[config.mk]
export PLATFORM = sky130hd
export DESIGN_NAME = microcode_image_checker_core
export DESIGN_NICKNAME = d
export VERILOG_FILES = /design/src/hw/rtl/mic_pkg.sv /design/src/hw/rtl/mic_queue.sv /design/src/hw/rtl/mic_front.sv /design/src/hw/rtl/mic_back.sv /design/src/hw/rtl/microcode_image_checker_core.sv
export SDC_FILE = /design/constraint.sdc
export NUM_CORES = 1
export LEC_CHECK = 0
export BUFFER_PORTS_ARGS = -buffer_cell sky130_fd_sc_hd__buf_4
export CAP_MARGIN = 25
export CORE_ASPECT_RATIO = 0.75
export CORE_MARGIN = 2
export CORE_UTILIZATION = 40
export CTS_CLUSTER_DIAMETER = 50
export DETAILED_ROUTE_END_ITERATION = 8
export GPL_TIMING_DRIVEN = 1
export PLACE_DENSITY = 0.55
export SLEW_MARGIN = 20
export SYNTH_ARGS = -nofsm -noshare
export SYNTH_HDL_FRONTEND = slang
export SYNTH_SLANG_ARGS = --single-unit
export TNS_END_PERCENT = 100
[constraint.sdc]
create_clock -name clock -period 13.2 [get_ports clock]
set_input_delay 0 -clock clock [delete_from_list [all_inputs] [get_ports clock]]
set_output_delay 0 -clock clock [all_outputs]
set_load 0.1 [all_outputs]
[src/hw/rtl/mic_pkg.sv]
`timescale 1ns / 1ps
// Package for the microcode image checker: payload and queue entry types,
// header word positions, size constants, error and register codes. No dependencies.
package mic_pkg;

   localparam int QUEUE_DEPTH = 4;
   localparam int QUEUE_AW = $clog2(QUEUE_DEPTH);

   localparam int TOTAL_ALIGN_BITS = 10;
   localparam int DATA_ALIGN_BITS = 2;

   localparam logic [29:0] IDX_REVISION = 30'd1;
   localparam logic [29:0] IDX_SIGNATURE = 30'd3;
   localparam logic [29:0] IDX_LOADER = 30'd5;
   localparam logic [29:0] IDX_PLATFORM = 30'd6;
   localparam logic [29:0] IDX_DATA_SIZE = 30'd7;
   localparam logic [29:0] IDX_TOTAL_SIZE = 30'd8;
   localparam logic [29:0] IDX_DERIVE = 30'd9;
   localparam logic [29:0] IDX_DERIVE_TABLE = 30'd10;
   localparam logic [29:0] IDX_LAST_HEADER = 30'd11;
   localparam logic [29:0] IDX_FIRST_BODY = 30'd12;

   localparam logic [31:0] HDR_WORDS = 32'd12;
   localparam logic [31:0] HDR_BYTES = 32'd48;
   localparam logic [31:0] LEGACY_DATA = 32'd2000;
   localparam logic [31:0] LEGACY_TOTAL = 32'd2048;
   localparam logic [31:0] TABLE_HDR_BYTES = 32'd20;
   localparam logic [31:0] LOADER_REV = 32'd1;
   localparam logic [2:0] TABLE_HDR_WORDS = 3'd5;
   localparam logic [1:0] ENTRY_LAST_PHASE = 2'd2;

   localparam logic [2:0] ERR_OK = 3'd0;
   localparam logic [2:0] ERR_LOADER = 3'd1;
   localparam logic [2:0] ERR_TOTAL_ALIGN = 3'd2;
   localparam logic [2:0] ERR_DATA_ALIGN = 3'd3;
   localparam logic [2:0] ERR_SUM = 3'd4;
   localparam logic [2:0] ERR_EXT_SHORT = 3'd5;
   localparam logic [2:0] ERR_EXT_SIZE = 3'd6;
   localparam logic [2:0] ERR_EXT_SUM = 3'd7;

   localparam logic [1:0] CSR_CPU_SIGNATURE = 2'd0;
   localparam logic [1:0] CSR_PLATFORM_MASK = 2'd1;
   localparam logic [1:0] CSR_CURRENT_REVISION = 2'd2;

   typedef enum logic [2:0] {
      OP_NONE      = 3'd0,
      OP_REVISION  = 3'd1,
      OP_SIGNATURE = 3'd2,
      OP_LOADER    = 3'd3,
      OP_PLATFORM  = 3'd4
   } mic_op_type;

   typedef struct packed {
      logic [31:0] image_word;
      logic        first_of_image;
   } mic_req_type;

   typedef struct packed {
      logic [2:0]         error_code;
      logic               matched;
      logic signed [31:0] image_revision;
      logic               is_newer;
   } mic_rsp_type;

   typedef struct packed {
      logic [31:0]        cpu_signature;
      logic [7:0]         platform_mask;
      logic signed [31:0] current_revision;
   } mic_cfg_type;

   typedef struct packed {
      logic [31:0] word;
      mic_op_type  op;
      logic        start;
      logic        in_tbl;
      logic        tsize_bad;
      logic        last;
      logic        short_end;
      logic        total_mis;
      logic        data_mis;
      logic        no_tbl;
      logic        tbl_short;
   } mic_entry_type;

   function automatic logic plat_match(logic [31:0] flags, logic [7:0] mask);
      return ((flags == 32'd0) && (mask == 8'd0)) || ((flags[7:0] & mask) != 8'd0);
   endfunction

endpackage

[src/hw/rtl/mic_queue.sv]
`timescale 1ns / 1ps
// Short queue of classified image words between the parser front and the checker back.
// Depends on mic_pkg.
module mic_queue (
   input  logic                   clock,
   input  logic                   reset,
   input  logic                   push,
   input  mic_pkg::mic_entry_type push_entry,
   output logic                   full,
   input  logic                   pop,
   output logic                   head_valid,
   output mic_pkg::mic_entry_type head_entry
);

   mic_pkg::mic_entry_type             mem_ff [mic_pkg::QUEUE_DEPTH];
   logic [mic_pkg::QUEUE_AW-1:0]       wr_ptr_ff, wr_ptr_in;
   logic [mic_pkg::QUEUE_AW-1:0]       rd_ptr_ff, rd_ptr_in;
   logic [mic_pkg::QUEUE_AW:0]         count_ff, count_in;

   assign full = count_ff == (mic_pkg::QUEUE_AW + 1)'(mic_pkg::QUEUE_DEPTH);
   assign head_valid = count_ff != '0;
   assign head_entry = mem_ff[rd_ptr_ff];

   always_comb begin
      wr_ptr_in = push ? wr_ptr_ff + 1'b1 : wr_ptr_ff;
      rd_ptr_in = pop ? rd_ptr_ff + 1'b1 : rd_ptr_ff;
      count_in = count_ff;
      if (push && !pop) begin
         count_in = count_ff + 1'b1;
      end else if (pop && !push) begin
         count_in = count_ff - 1'b1;
      end
   end

   always_ff @(posedge clock) begin
      if (reset) begin
         wr_ptr_ff <= '0;
         rd_ptr_ff <= '0;
         count_ff <= '0;
      end else begin
         wr_ptr_ff <= wr_ptr_in;
         rd_ptr_ff <= rd_ptr_in;
         count_ff <= count_in;
      end
   end

   always_ff @(posedge clock) begin
      if (push) begin
         mem_ff[wr_ptr_ff] <= push_entry;
      end
   end

endmodule

[src/hw/rtl/mic_front.sv]
`timescale 1ns / 1ps
// Parser front: tracks the word position in the image, captures the sizes and
// classifies each word for the checker back. Depends on mic_pkg.
module mic_front (
   input  logic                   clock,
   input  logic                   reset,
   input  logic                   req_valid,
   output logic                   req_ready,
   input  mic_pkg::mic_req_type   req_data,
   input  logic                   q_full,
   output logic                   push,
   output mic_pkg::mic_entry_type push_entry
);

   logic [29:0] idx_ff, idx_in, cur_idx;
   logic [31:0] data_ff, data_in;
   logic [31:0] image_ff, image_in;
   logic        short_ff, short_in;
   logic [31:0] extra_ff, extra_in;
   logic [31:0] tstart_ff, tstart_in;
   logic [31:0] last_ff, last_in;
   logic        tbl_ok_ff, tbl_ok_in;
   logic [31:0] extra_m20_ff, extra_m20_in;
   logic        no_tbl_ff, no_tbl_in;
   logic [2:0]  tpos_ff, tpos_in;
   logic [1:0]  phase_ff, phase_in;
   logic [31:0] w;
   logic [35:0] entry_bytes;
   logic        in_tbl, short_end, normal_end;

   assign req_ready = !q_full;
   assign push = req_valid && req_ready;
   assign w = req_data.image_word;
   assign cur_idx = req_data.first_of_image ? '0 : idx_ff;
   assign entry_bytes = {1'b0, w, 3'b000} + {2'b00, w, 2'b00};
   assign in_tbl = (cur_idx >= mic_pkg::IDX_FIRST_BODY) && tbl_ok_ff
                   && ({2'b00, cur_idx} >= tstart_ff);
   assign short_end = (cur_idx == mic_pkg::IDX_LAST_HEADER) && short_ff;
   assign normal_end = (cur_idx >= mic_pkg::IDX_LAST_HEADER) && ({2'b00, cur_idx} == last_ff);

   always_comb begin
      push_entry = '0;
      push_entry.word = w;
      push_entry.op = mic_pkg::OP_NONE;
      push_entry.start = cur_idx == '0;
      push_entry.in_tbl = in_tbl;
      push_entry.last = short_end || normal_end;
      push_entry.short_end = short_end;
      push_entry.total_mis = image_ff[mic_pkg::TOTAL_ALIGN_BITS-1:0] != '0;
      push_entry.data_mis = data_ff[mic_pkg::DATA_ALIGN_BITS-1:0] != '0;
      push_entry.no_tbl = no_tbl_ff;
      push_entry.tbl_short = !tbl_ok_ff;

      idx_in = idx_ff;
      data_in = data_ff;
      image_in = image_ff;
      short_in = short_ff;
      extra_in = extra_ff;
      tstart_in = tstart_ff;
      last_in = last_ff;
      tbl_ok_in = tbl_ok_ff;
      extra_m20_in = extra_m20_ff;
      no_tbl_in = no_tbl_ff;
      tpos_in = tpos_ff;
      phase_in = phase_ff;

      case (cur_idx)
         mic_pkg::IDX_REVISION: push_entry.op = mic_pkg::OP_REVISION;
         mic_pkg::IDX_SIGNATURE: push_entry.op = mic_pkg::OP_SIGNATURE;
         mic_pkg::IDX_LOADER: push_entry.op = mic_pkg::OP_LOADER;
         mic_pkg::IDX_PLATFORM: push_entry.op = mic_pkg::OP_PLATFORM;
         default: push_entry.op = mic_pkg::OP_NONE;
      endcase

      if (in_tbl) begin
         if (tpos_ff == '0) begin
            push_entry.tsize_bad = entry_bytes != {4'b0000, extra_m20_ff};
         end
         if (tpos_ff != mic_pkg::TABLE_HDR_WORDS) begin
            tpos_in = tpos_ff + 1'b1;
         end else begin
            case (phase_ff)
               2'd0: push_entry.op = mic_pkg::OP_SIGNATURE;
               2'd1: push_entry.op = mic_pkg::OP_PLATFORM;
               default: push_entry.op = mic_pkg::OP_NONE;
            endcase
            phase_in = (phase_ff == mic_pkg::ENTRY_LAST_PHASE) ? 2'd0 : phase_ff + 1'b1;
         end
      end

      if (cur_idx == '0) begin
         tpos_in = '0;
         phase_in = '0;
      end

      case (cur_idx)
         mic_pkg::IDX_DATA_SIZE: data_in = w;
         mic_pkg::IDX_TOTAL_SIZE: begin
            if (data_ff == '0) begin
               data_in = mic_pkg::LEGACY_DATA;
               image_in = mic_pkg::LEGACY_TOTAL;
            end else begin
               image_in = w;
            end
         end
         mic_pkg::IDX_DERIVE: begin
            short_in = {1'b0, image_ff} < ({1'b0, data_ff} + {1'b0, mic_pkg::HDR_BYTES});
            extra_in = image_ff - data_ff - mic_pkg::HDR_BYTES;
            tstart_in = mic_pkg::HDR_WORDS + {2'b00, data_ff[31:2]};
            last_in = {2'b00, image_ff[31:2]} - 32'd1;
         end
         mic_pkg::IDX_DERIVE_TABLE: begin
            tbl_ok_in = extra_ff >= mic_pkg::TABLE_HDR_BYTES;
            extra_m20_in = extra_ff - mic_pkg::TABLE_HDR_BYTES;
            no_tbl_in = extra_ff == '0;
         end
         default: ;
      endcase

      idx_in = push_entry.last ? '0 : cur_idx + 1'b1;
   end

   always_ff @(posedge clock) begin
      if (reset) begin
         idx_ff <= '0;
         tpos_ff <= '0;
         phase_ff <= '0;
      end else if (push) begin
         idx_ff <= idx_in;
         tpos_ff <= tpos_in;
         phase_ff <= phase_in;
      end
   end

   always_ff @(posedge clock) begin
      if (push) begin
         data_ff <= data_in;
         image_ff <= image_in;
         short_ff <= short_in;
         extra_ff <= extra_in;
         tstart_ff <= tstart_in;
         last_ff <= last_in;
         tbl_ok_ff <= tbl_ok_in;
         extra_m20_ff <= extra_m20_in;
         no_tbl_ff <= no_tbl_in;
      end
   end

endmodule

[src/hw/rtl/mic_back.sv]
`timescale 1ns / 1ps
// Checker back: keeps the image and table sums, the signature match and the
// error flags, and registers one result per finished image. Depends on mic_pkg.
module mic_back (
   input  logic                   clock,
   input  logic                   reset,
   input  logic                   head_valid,
   input  mic_pkg::mic_entry_type head_entry,
   output logic                   pop,
   input  mic_pkg::mic_cfg_type   cfg,
   output logic                   rsp_valid,
   input  logic                   rsp_ready,
   output mic_pkg::mic_rsp_type   rsp_data
);

   logic [31:0]          sum_ff, sum_in;
   logic [31:0]          tsum_ff, tsum_in;
   logic [31:0]          rev_ff, rev_in;
   logic [31:0]          sig_ff, sig_in;
   logic                 loader_ff, loader_in;
   logic                 match_ff, match_in;
   logic                 tsize_ff, tsize_in;
   logic                 rsp_valid_ff, rsp_valid_in;
   mic_pkg::mic_rsp_type rsp_data_ff, rsp_data_in;
   logic [31:0]          w;
   logic [2:0]           early, err;

   assign w = head_entry.word;
   assign pop = head_valid && (!head_entry.last || !rsp_valid_ff || rsp_ready);
   assign rsp_valid = rsp_valid_ff;
   assign rsp_data = rsp_data_ff;

   always_comb begin
      sum_in = (head_entry.start ? 32'd0 : sum_ff) + w;
      tsum_in = head_entry.start ? 32'd0 : tsum_ff;
      if (head_entry.in_tbl) begin
         tsum_in = tsum_in + w;
      end
      rev_in = head_entry.start ? 32'd0 : rev_ff;
      sig_in = head_entry.start ? 32'd0 : sig_ff;
      loader_in = head_entry.start ? 1'b0 : loader_ff;
      match_in = head_entry.start ? 1'b0 : match_ff;
      tsize_in = (head_entry.start ? 1'b0 : tsize_ff) || head_entry.tsize_bad;

      case (head_entry.op)
         mic_pkg::OP_REVISION: rev_in = w;
         mic_pkg::OP_SIGNATURE: sig_in = w;
         mic_pkg::OP_LOADER: loader_in = loader_in || (w != mic_pkg::LOADER_REV);
         mic_pkg::OP_PLATFORM: begin
            if ((sig_in == cfg.cpu_signature) && mic_pkg::plat_match(w, cfg.platform_mask)) begin
               match_in = 1'b1;
            end
         end
         default: ;
      endcase

      if (loader_in) begin
         early = mic_pkg::ERR_LOADER;
      end else if (head_entry.total_mis) begin
         early = mic_pkg::ERR_TOTAL_ALIGN;
      end else if (head_entry.data_mis) begin
         early = mic_pkg::ERR_DATA_ALIGN;
      end else begin
         early = mic_pkg::ERR_OK;
      end

      if (early != mic_pkg::ERR_OK) begin
         err = early;
      end else if (head_entry.short_end) begin
         err = mic_pkg::ERR_EXT_SIZE;
      end else if (sum_in != 32'd0) begin
         err = mic_pkg::ERR_SUM;
      end else if (head_entry.no_tbl) begin
         err = mic_pkg::ERR_OK;
      end else if (head_entry.tbl_short) begin
         err = mic_pkg::ERR_EXT_SHORT;
      end else if (tsize_in) begin
         err = mic_pkg::ERR_EXT_SIZE;
      end else if (tsum_in != 32'd0) begin
         err = mic_pkg::ERR_EXT_SUM;
      end else begin
         err = mic_pkg::ERR_OK;
      end

      rsp_data_in.error_code = err;
      rsp_data_in.matched = (err == mic_pkg::ERR_OK) && match_in;
      rsp_data_in.image_revision = $signed(rev_in);
      rsp_data_in.is_newer = $signed(rev_in) > cfg.current_revision;

      rsp_valid_in = rsp_valid_ff;
      if (pop && head_entry.last) begin
         rsp_valid_in = 1'b1;
      end else if (rsp_ready) begin
         rsp_valid_in = 1'b0;
      end
   end

   always_ff @(posedge clock) begin
      if (reset) begin
         rsp_valid_ff <= 1'b0;
      end else begin
         rsp_valid_ff <= rsp_valid_in;
      end
   end

   always_ff @(posedge clock) begin
      if (pop) begin
         sum_ff <= sum_in;
         tsum_ff <= tsum_in;
         rev_ff <= rev_in;
         sig_ff <= sig_in;
         loader_ff <= loader_in;
         match_ff <= match_in;
         tsize_ff <= tsize_in;
      end
      if (pop && head_entry.last) begin
         rsp_data_ff <= rsp_data_in;
      end
   end

endmodule

[src/hw/rtl/microcode_image_checker_core.sv]
`timescale 1ns / 1ps
// Top level of the microcode image checker: register port, parser front,
// queue and checker back. Depends on mic_pkg, mic_front, mic_queue and mic_back.

// The checker takes one image word per clock for as long as its four-entry queue
// has room, and it emits one result per image in the cycle after the image's last
// word leaves the queue; that word leaves the queue once it is at the head and the
// result register is free. Images follow each other with no gap. The queue lets
// the parser keep accepting words while a finished result waits on rsp_ready;
// words stop being taken only once the queue is full behind that result. The
// three registers are written through the csr port, which never stalls, and
// should be changed only while no image is in flight.
module microcode_image_checker_core (
   input  logic                 clock,
   input  logic                 reset,
   input  logic                 req_valid,
   output logic                 req_ready,
   input  mic_pkg::mic_req_type req_data,
   output logic                 rsp_valid,
   input  logic                 rsp_ready,
   output mic_pkg::mic_rsp_type rsp_data,
   input  logic                 csr_valid,
   output logic                 csr_ready,
   input  logic [1:0]           csr_index,
   input  logic [31:0]          csr_data
);

   mic_pkg::mic_cfg_type   cfg_ff, cfg_in;
   mic_pkg::mic_entry_type push_entry, head_entry;
   logic                   push, pop, q_full, head_valid;

   assign csr_ready = 1'b1;

   always_comb begin
      cfg_in = cfg_ff;
      if (csr_valid) begin
         case (csr_index)
            mic_pkg::CSR_CPU_SIGNATURE: cfg_in.cpu_signature = csr_data;
            mic_pkg::CSR_PLATFORM_MASK: cfg_in.platform_mask = csr_data[7:0];
            mic_pkg::CSR_CURRENT_REVISION: cfg_in.current_revision = $signed(csr_data);
            default: ;
         endcase
      end
   end

   always_ff @(posedge clock) begin
      if (reset) begin
         cfg_ff <= '0;
      end else begin
         cfg_ff <= cfg_in;
      end
   end

   mic_front u_front (
      .clock      (clock),
      .reset      (reset),
      .req_valid  (req_valid),
      .req_ready  (req_ready),
      .req_data   (req_data),
      .q_full     (q_full),
      .push       (push),
      .push_entry (push_entry)
   );

   mic_queue u_queue (
      .clock      (clock),
      .reset      (reset),
      .push       (push),
      .push_entry (push_entry),
      .full       (q_full),
      .pop        (pop),
      .head_valid (head_valid),
      .head_entry (head_entry)
   );

   mic_back u_back (
      .clock      (clock),
      .reset      (reset),
      .head_valid (head_valid),
      .head_entry (head_entry),
      .pop        (pop),
      .cfg        (cfg_ff),
      .rsp_valid  (rsp_valid),
      .rsp_ready  (rsp_ready),
      .rsp_data   (rsp_data)
   );

endmodule

* Yosys cells after proc, flatten, opt, wreduce, memory -nomap -nowiden *
Memory sizes are Yosys's and may differ from the RTL's. A register that Yosys moved wholly into a read port is not among the register bits.
Index checks and enable logic that the tools add are counted.

storage, ports and cells
  register bits after elaboration = 478
  memory bits (writable) = 176
  bits of input ports = 72
  output and inout port bits = 40
  word-level logic and storage cells = 181
  memories kept = 1

memories
  memory          words  bits a word  read ports  clocked after Yosys merged registers in  wr ports  line             RTL
  u_queue.mem_ff  4      44           1           1                                        1         mic_queue.sv:15  mic_pkg::mic_entry_type mem_ff [mic_pkg::QUEUE_DEPTH];

operators by class
  add/subtract/negate cells = 16
  order comparisons = 6
  eq/ne operators = 25
  multiplexer cells = 48
  bitwise operators = 1
  reduce and logical (&&, ||, !) cells = 54

operator list
  operator                                                             number
  two-way mux 32 bit                                                   8
  == test 30 x 4 -> 1 bit (second input constant)                      4
  zero test 32 bit                                                     3
  == test 30 x 3 -> 1 bit (second input constant)                      3
  adder 32 bit                                                         2
  one-hot mux 32 bit (2 select lines)                                  1
  nonzero test 32 bit                                                  2
  greater-or-equal comparator 30 x 4 -> 1 bit (second input constant)  2
  two-way mux 30 bit                                                   2
  two-way mux 3 bit                                                    16
  adder 35 x 34 -> 36 bit                                              1
  != test 36 x 32 -> 1 bit                                             1
  adder 32 x 6 -> 33 bit (second input constant)                       1
  less-than comparator 32 x 33 -> 1 bit                                1
  == test 30 x 32 -> 1 bit                                             1
  == test 32 bit                                                       1
  greater-or-equal comparator 30 x 32 -> 1 bit                         1
  greater-or-equal comparator 32 x 5 -> 1 bit (second input constant)  1
  > comparator 32 bit                                                  1
  != test 32 x 1 -> 1 bit (second input constant)                      1
  subtractor 32 bit                                                    1
  subtractor 32 x 5 -> 32 bit (second input constant)                  1
  subtractor 32 x 6 -> 32 bit (second input constant)                  1
  adder 4 x 30 -> 31 bit (first input constant)                        1
  32 further kinds                                                     93

* Logic depth before layout (Yosys ltp) *
  depth in word-level cells = 13
  mapped depth = 26
  depth with buffers taken out = 21

* Modules after synthesis *
From an unflattened synthesis, not the netlist that was laid out.

unflattened totals
  cell total of the unflattened synthesis = 3,844
  area total of the unflattened synthesis = 40,004.6 um^2

modules (own cells, without submodules)
  module                        instances  cells an instance  area an instance (um^2)  seq. area each (um^2)
  mic_front                     1          1,888              17,411.7                 6,496.2
  mic_back                      1          1,407              12,761.0                 5,064.9
  mic_queue                     1          274                6,837.8                  5,465.2
  microcode_image_checker_core  1          275                2,994.1                  1,441.4

* Worst setup path after synthesis *
Ideal clock, no wire load.

  kind = flip-flop to flip-flop
  start point = reg with a tool-made name
  end point = reg u_back.rsp_data_ff, in the netlist u_back.rsp_data[0] (enable)
  setup time = 399 ps
  arrival = 10,428 ps
  required time = 12,801 ps
  slack = 2,374 ps
  stages on the path, launching flop included = 8
  buffers on the path = 4
  clock period less this slack = 10,826 ps
  cells stage by stage = dfxtp_1 > buf_6 > clkbuf_1 > buf_1 > buf_1 > mux4_2 > a21oi_1 > and2_1

RTL lines
  element                 line             RTL
  end signal: assignment  mic_back.sv:117  rsp_data_ff <= rsp_data_in;
  end: declaration        mic_back.sv:24   mic_pkg::mic_rsp_type rsp_data_ff, rsp_data_in;

==> flow_metrics.py <==
metrics = {
    "run_status": {
        "status": "complete, no violations",
    },
    "setup_path": {
        "critPathCaptureType": "register",
        "criticalPathCategory": "register to register",
        "crit_path_start_kind": "register",
        "reg2reg_slack_ps": 5850,
        "worstPathArrival_ps": 7790,
        "crit_fanout": 52,
        "cp.required_ps": 13630,
    },
    "yosys": {
        "synth_top_family_by_area": "simple AND/OR/NAND/NOR gates",
        "synthAdderAreaFrac_pct": 8.95,
        "yosysUniqueCellTypes": 86,
        "synthMuxAreaShare_pct": 3.42,
        "syn_avg_cell_area_sq_um": 10.3,
        "synth-seq-area-share_pct": 48.5,
        "synth_warnings": 0,
        "syn-num-nets": 4039,
        "synthXorXnorAreaFrac_pct": 5.50,
        "synth_edf_count": 537,
        "synthCells": 3698,
        "synth-compound-area-share_pct": 12.7,
        "synth-main-ff-cell": "edfxtp_1",
        "synth.area.top_cells": "edfxtp_1 (42%), ha_1 (8.7%), dfxtp_1 (6.2%)",
        "yosys.area.top_type": "edfxtp_1",
        "ys_seq_elements": 654,
        "syn-cell-area_sq_um": 38000,
        "synth_top_area_share_pct": 42.4,
        "synth-simple-area-share_pct": 16.9,
        "async_flop_share_pct": 0,
    },
    "timing": {
        "min_period_over_period_pct": 55.7,
        "slew_headroom_pct": 28.4,
        "fin_setup_tns_ps": 0,
        "period_needed_ps": 7350,
        "finClkSkew_ps": 33.6,
        "slew_violations": 0,
        "tightest_slew_ps": 1060,
        "fmax_mhz": 136,
        "hold_violations": 0,
        "finalSetupViolCount": 0,
        "worst_slack_ps": 5850,
        "rsz0062_at_grt": "false",
        "whs_ps": 75.7,
    },
    "detailed_routing": {
        "vias": 28700,
        "top_layer_used": "met5",
        "firstDrtPassIters": 6,
        "routed_via_density": 5.54,
        "drt_iter0_drc": 3111,
        "wl_met1_um": 59600,
        "wl_per_cell_um": 21.8,
        "detail-route-antenna-nets": 0,
        "met3_length_um": 7640,
        "routed_wl_um": 113000,
        "route.met2.wl_um": 43800,
        "drcViolationCount": 0,
    },
    "power_and_ir_drop": {
        "max-vdd-ir-drop_mv": 0.104,
        "p_total_mw": 8.94,
        "leakage_nw": 16.6,
        "powerDensity_nw_per_um2": 204,
    },
    "clocking": {
        "path_clk_slew_ps": 60,
        "post-cts-setup-buffers": 0,
        "cts_buffers": 82,
        "cts.htree.levels": 3,
        "cts_root_buffer": "clkbuf_16",
        "clockBufferDepth": 3,
        "cts-hold-fix-buffers": 75,
        "clk_latency_ps": 690,
        "cts_resized": 0,
        "clock-sinks": 654,
        "cts_tree": "built",
    },
    "cells_and_area": {
        "fillers": 8756,
        "fin_nets": 4204,
        "fin_cells": 5172,
        "drive_above_1_share_pct": 9.28,
        "area_delta_synth_final_pct": 15.2,
        "regArea_sq_um": 18500,
        "finish.utilization_pct": 46.7,
        "finalInstanceArea_sq_um": 43800,
        "multi_input_area_sq_um": 18100,
    },
    "place": {
        "placed_cells": 4940,
        "port_buffers": 110,
        "hpwlAfterDp_um": 80500,
        "finalWeightedCongestion": 0.877,
        "place_ws_ps": 5780,
        "dpl-instance-area_sq_um": 40200,
    },
    "floorplanning": {
        "initial_core_util_pct": 40.6,
        "die_w_um": 360,
        "core_sq_um": 93800,
        "dieArea_sq_um": 97600,
        "rows": 97,
        "boundaryPins": 112,
        "dieHeight_um": 271,
    },
    "global_route": {
        "grt_pass1_vias": 26500,
        "grt.overflow.total": 0,
        "grt_antenna_before_repair": 6,
        "grt_pass1_wl_um": 169000,
        "grt_use_total_pct": 22.7,
        "grt_max_degree": 78,
    },
    "min_path": {
        "hold_class": "input pin to register",
        "hold_start": "csr_index[0]",
    },
    "run": {
        "drv_cap": 0,
    },
}
[logic make-up (layout without fill, tap and decap cells)]
group,count (synthesis),count (layout)
simple gates,1289,1289
compound gates,771,771
flops,654,654
buf+inv,399,634
fa+ha+maj,269,269
xor+xnor,239,239
mux,76,76
other cells,1,3
[worst max-delay path: stages, from the launching register on]
cell and delay (ps):
dfxtp_2 650, mux4_2 690, buf_4 650, nor2b_1 110, ha_1 430, a21o_1 230, a21o_1 190, a21oi_1 400
nor4b_2 480, o311ai_0 260, a2111oi_2 510, or4b_1 500, or4b_1 550, or4b_1 570, or4b_1 520, a211oi_2 270
nor4bb_1 80
[synthesized netlist by cell type, drive strengths merged (12+ instances only)]
cell and number:
nand2 440, nand4 67, o31ai 13, nor2b 136, and2 40, or3 32, a21o 82, o21bai 13
nand2b 34, nor3b 17, ha 264, nand3 65, o21a 26, mux4 42, edfxtp 537, buf 15
a21oi 235, dfxtp 117, or2 12, xor2 69, nor3 71, a31oi 39, xnor2 170, nor2 213
nand3b 12, o211ai 19, inv 265, o21ai 193, a211oi 22, and3 47, clkbuf 119, nor4 58
mux2i 23
[metal layers]
metal,vias to the layer above,track usage [%]
li1,13800,-
met1,13800,37.4
met2,860,30.1
met3,133,4.41
met4,2,4.44
met5,-,0
[layout make-up]
type                            instances  share of cell area, %
Timing Repair Buffer                  215                   4.13
Tap cell                             1237                   3.53
Antenna cell                            2                 0.0114
Clock buffer                          108                   5.19
Clock inverter                         46                   1.33
Multi-Input combinational cell       2645                   41.4
Inverter                              265                   2.27
Sequential cell                       654                   42.2
[report_power, final]
part	internal, mW	switching [mW]
sequential	2.77	0.135
clock	1.40	0.967
combinational	1.17	2.50
total	5.34	3.61
[layout by cell type (no fill, tap or decap), types with 86 or more instances in the layout]
| cell type | Yosys | routed |
|---|---|---|
| nor2_1 | 213 | 208 |
| edfxtp_1 | 537 | 537 |
| nand2_1 | 440 | 440 |
| a21oi_1 | 235 | 234 |
| ha_1 | 264 | 264 |
| o21ai_0 | 192 | 192 |
| nor2b_1 | 136 | 136 |
| inv_1 | 264 | 264 |
| clkbuf_16 | 0 | 86 |
| xnor2_1 | 170 | 170 |
| dfxtp_1 | 117 | 115 |
| buf_4 | 1 | 138 |
[state kept, by name, indices dropped and copies added (netlist names), 2 cells and up, named ones only]
register / count
u_queue.mem_ff: 176
cfg_ff: 72
u_back.rsp_data: 37
u_back.rev_ff: 32
u_back.sig_ff: 32
u_back.sum_ff: 32
u_back.tsum_ff: 32
u_front.data_ff: 32
u_front.extra_ff: 32
u_front.extra_m20_ff: 32
u_front.image_ff: 32
u_front.last_ff: 31
u_front.tstart_ff: 31
u_front.idx_ff: 30
u_front.tpos_ff: 3
u_queue.count_ff: 3
u_front.phase_ff: 2
u_queue.rd_ptr_ff: 2
u_queue.wr_ptr_ff: 2
[worst paths after layout]
check,end,cells past startpoint
max,u_back.rsp_data[33],16
min,cfg_ff[30],5
max reg2reg,u_back.rsp_data[33],16
min reg2reg,cfg_ff[17],2
No activity file was read; power rests on OpenSTA's default activity.
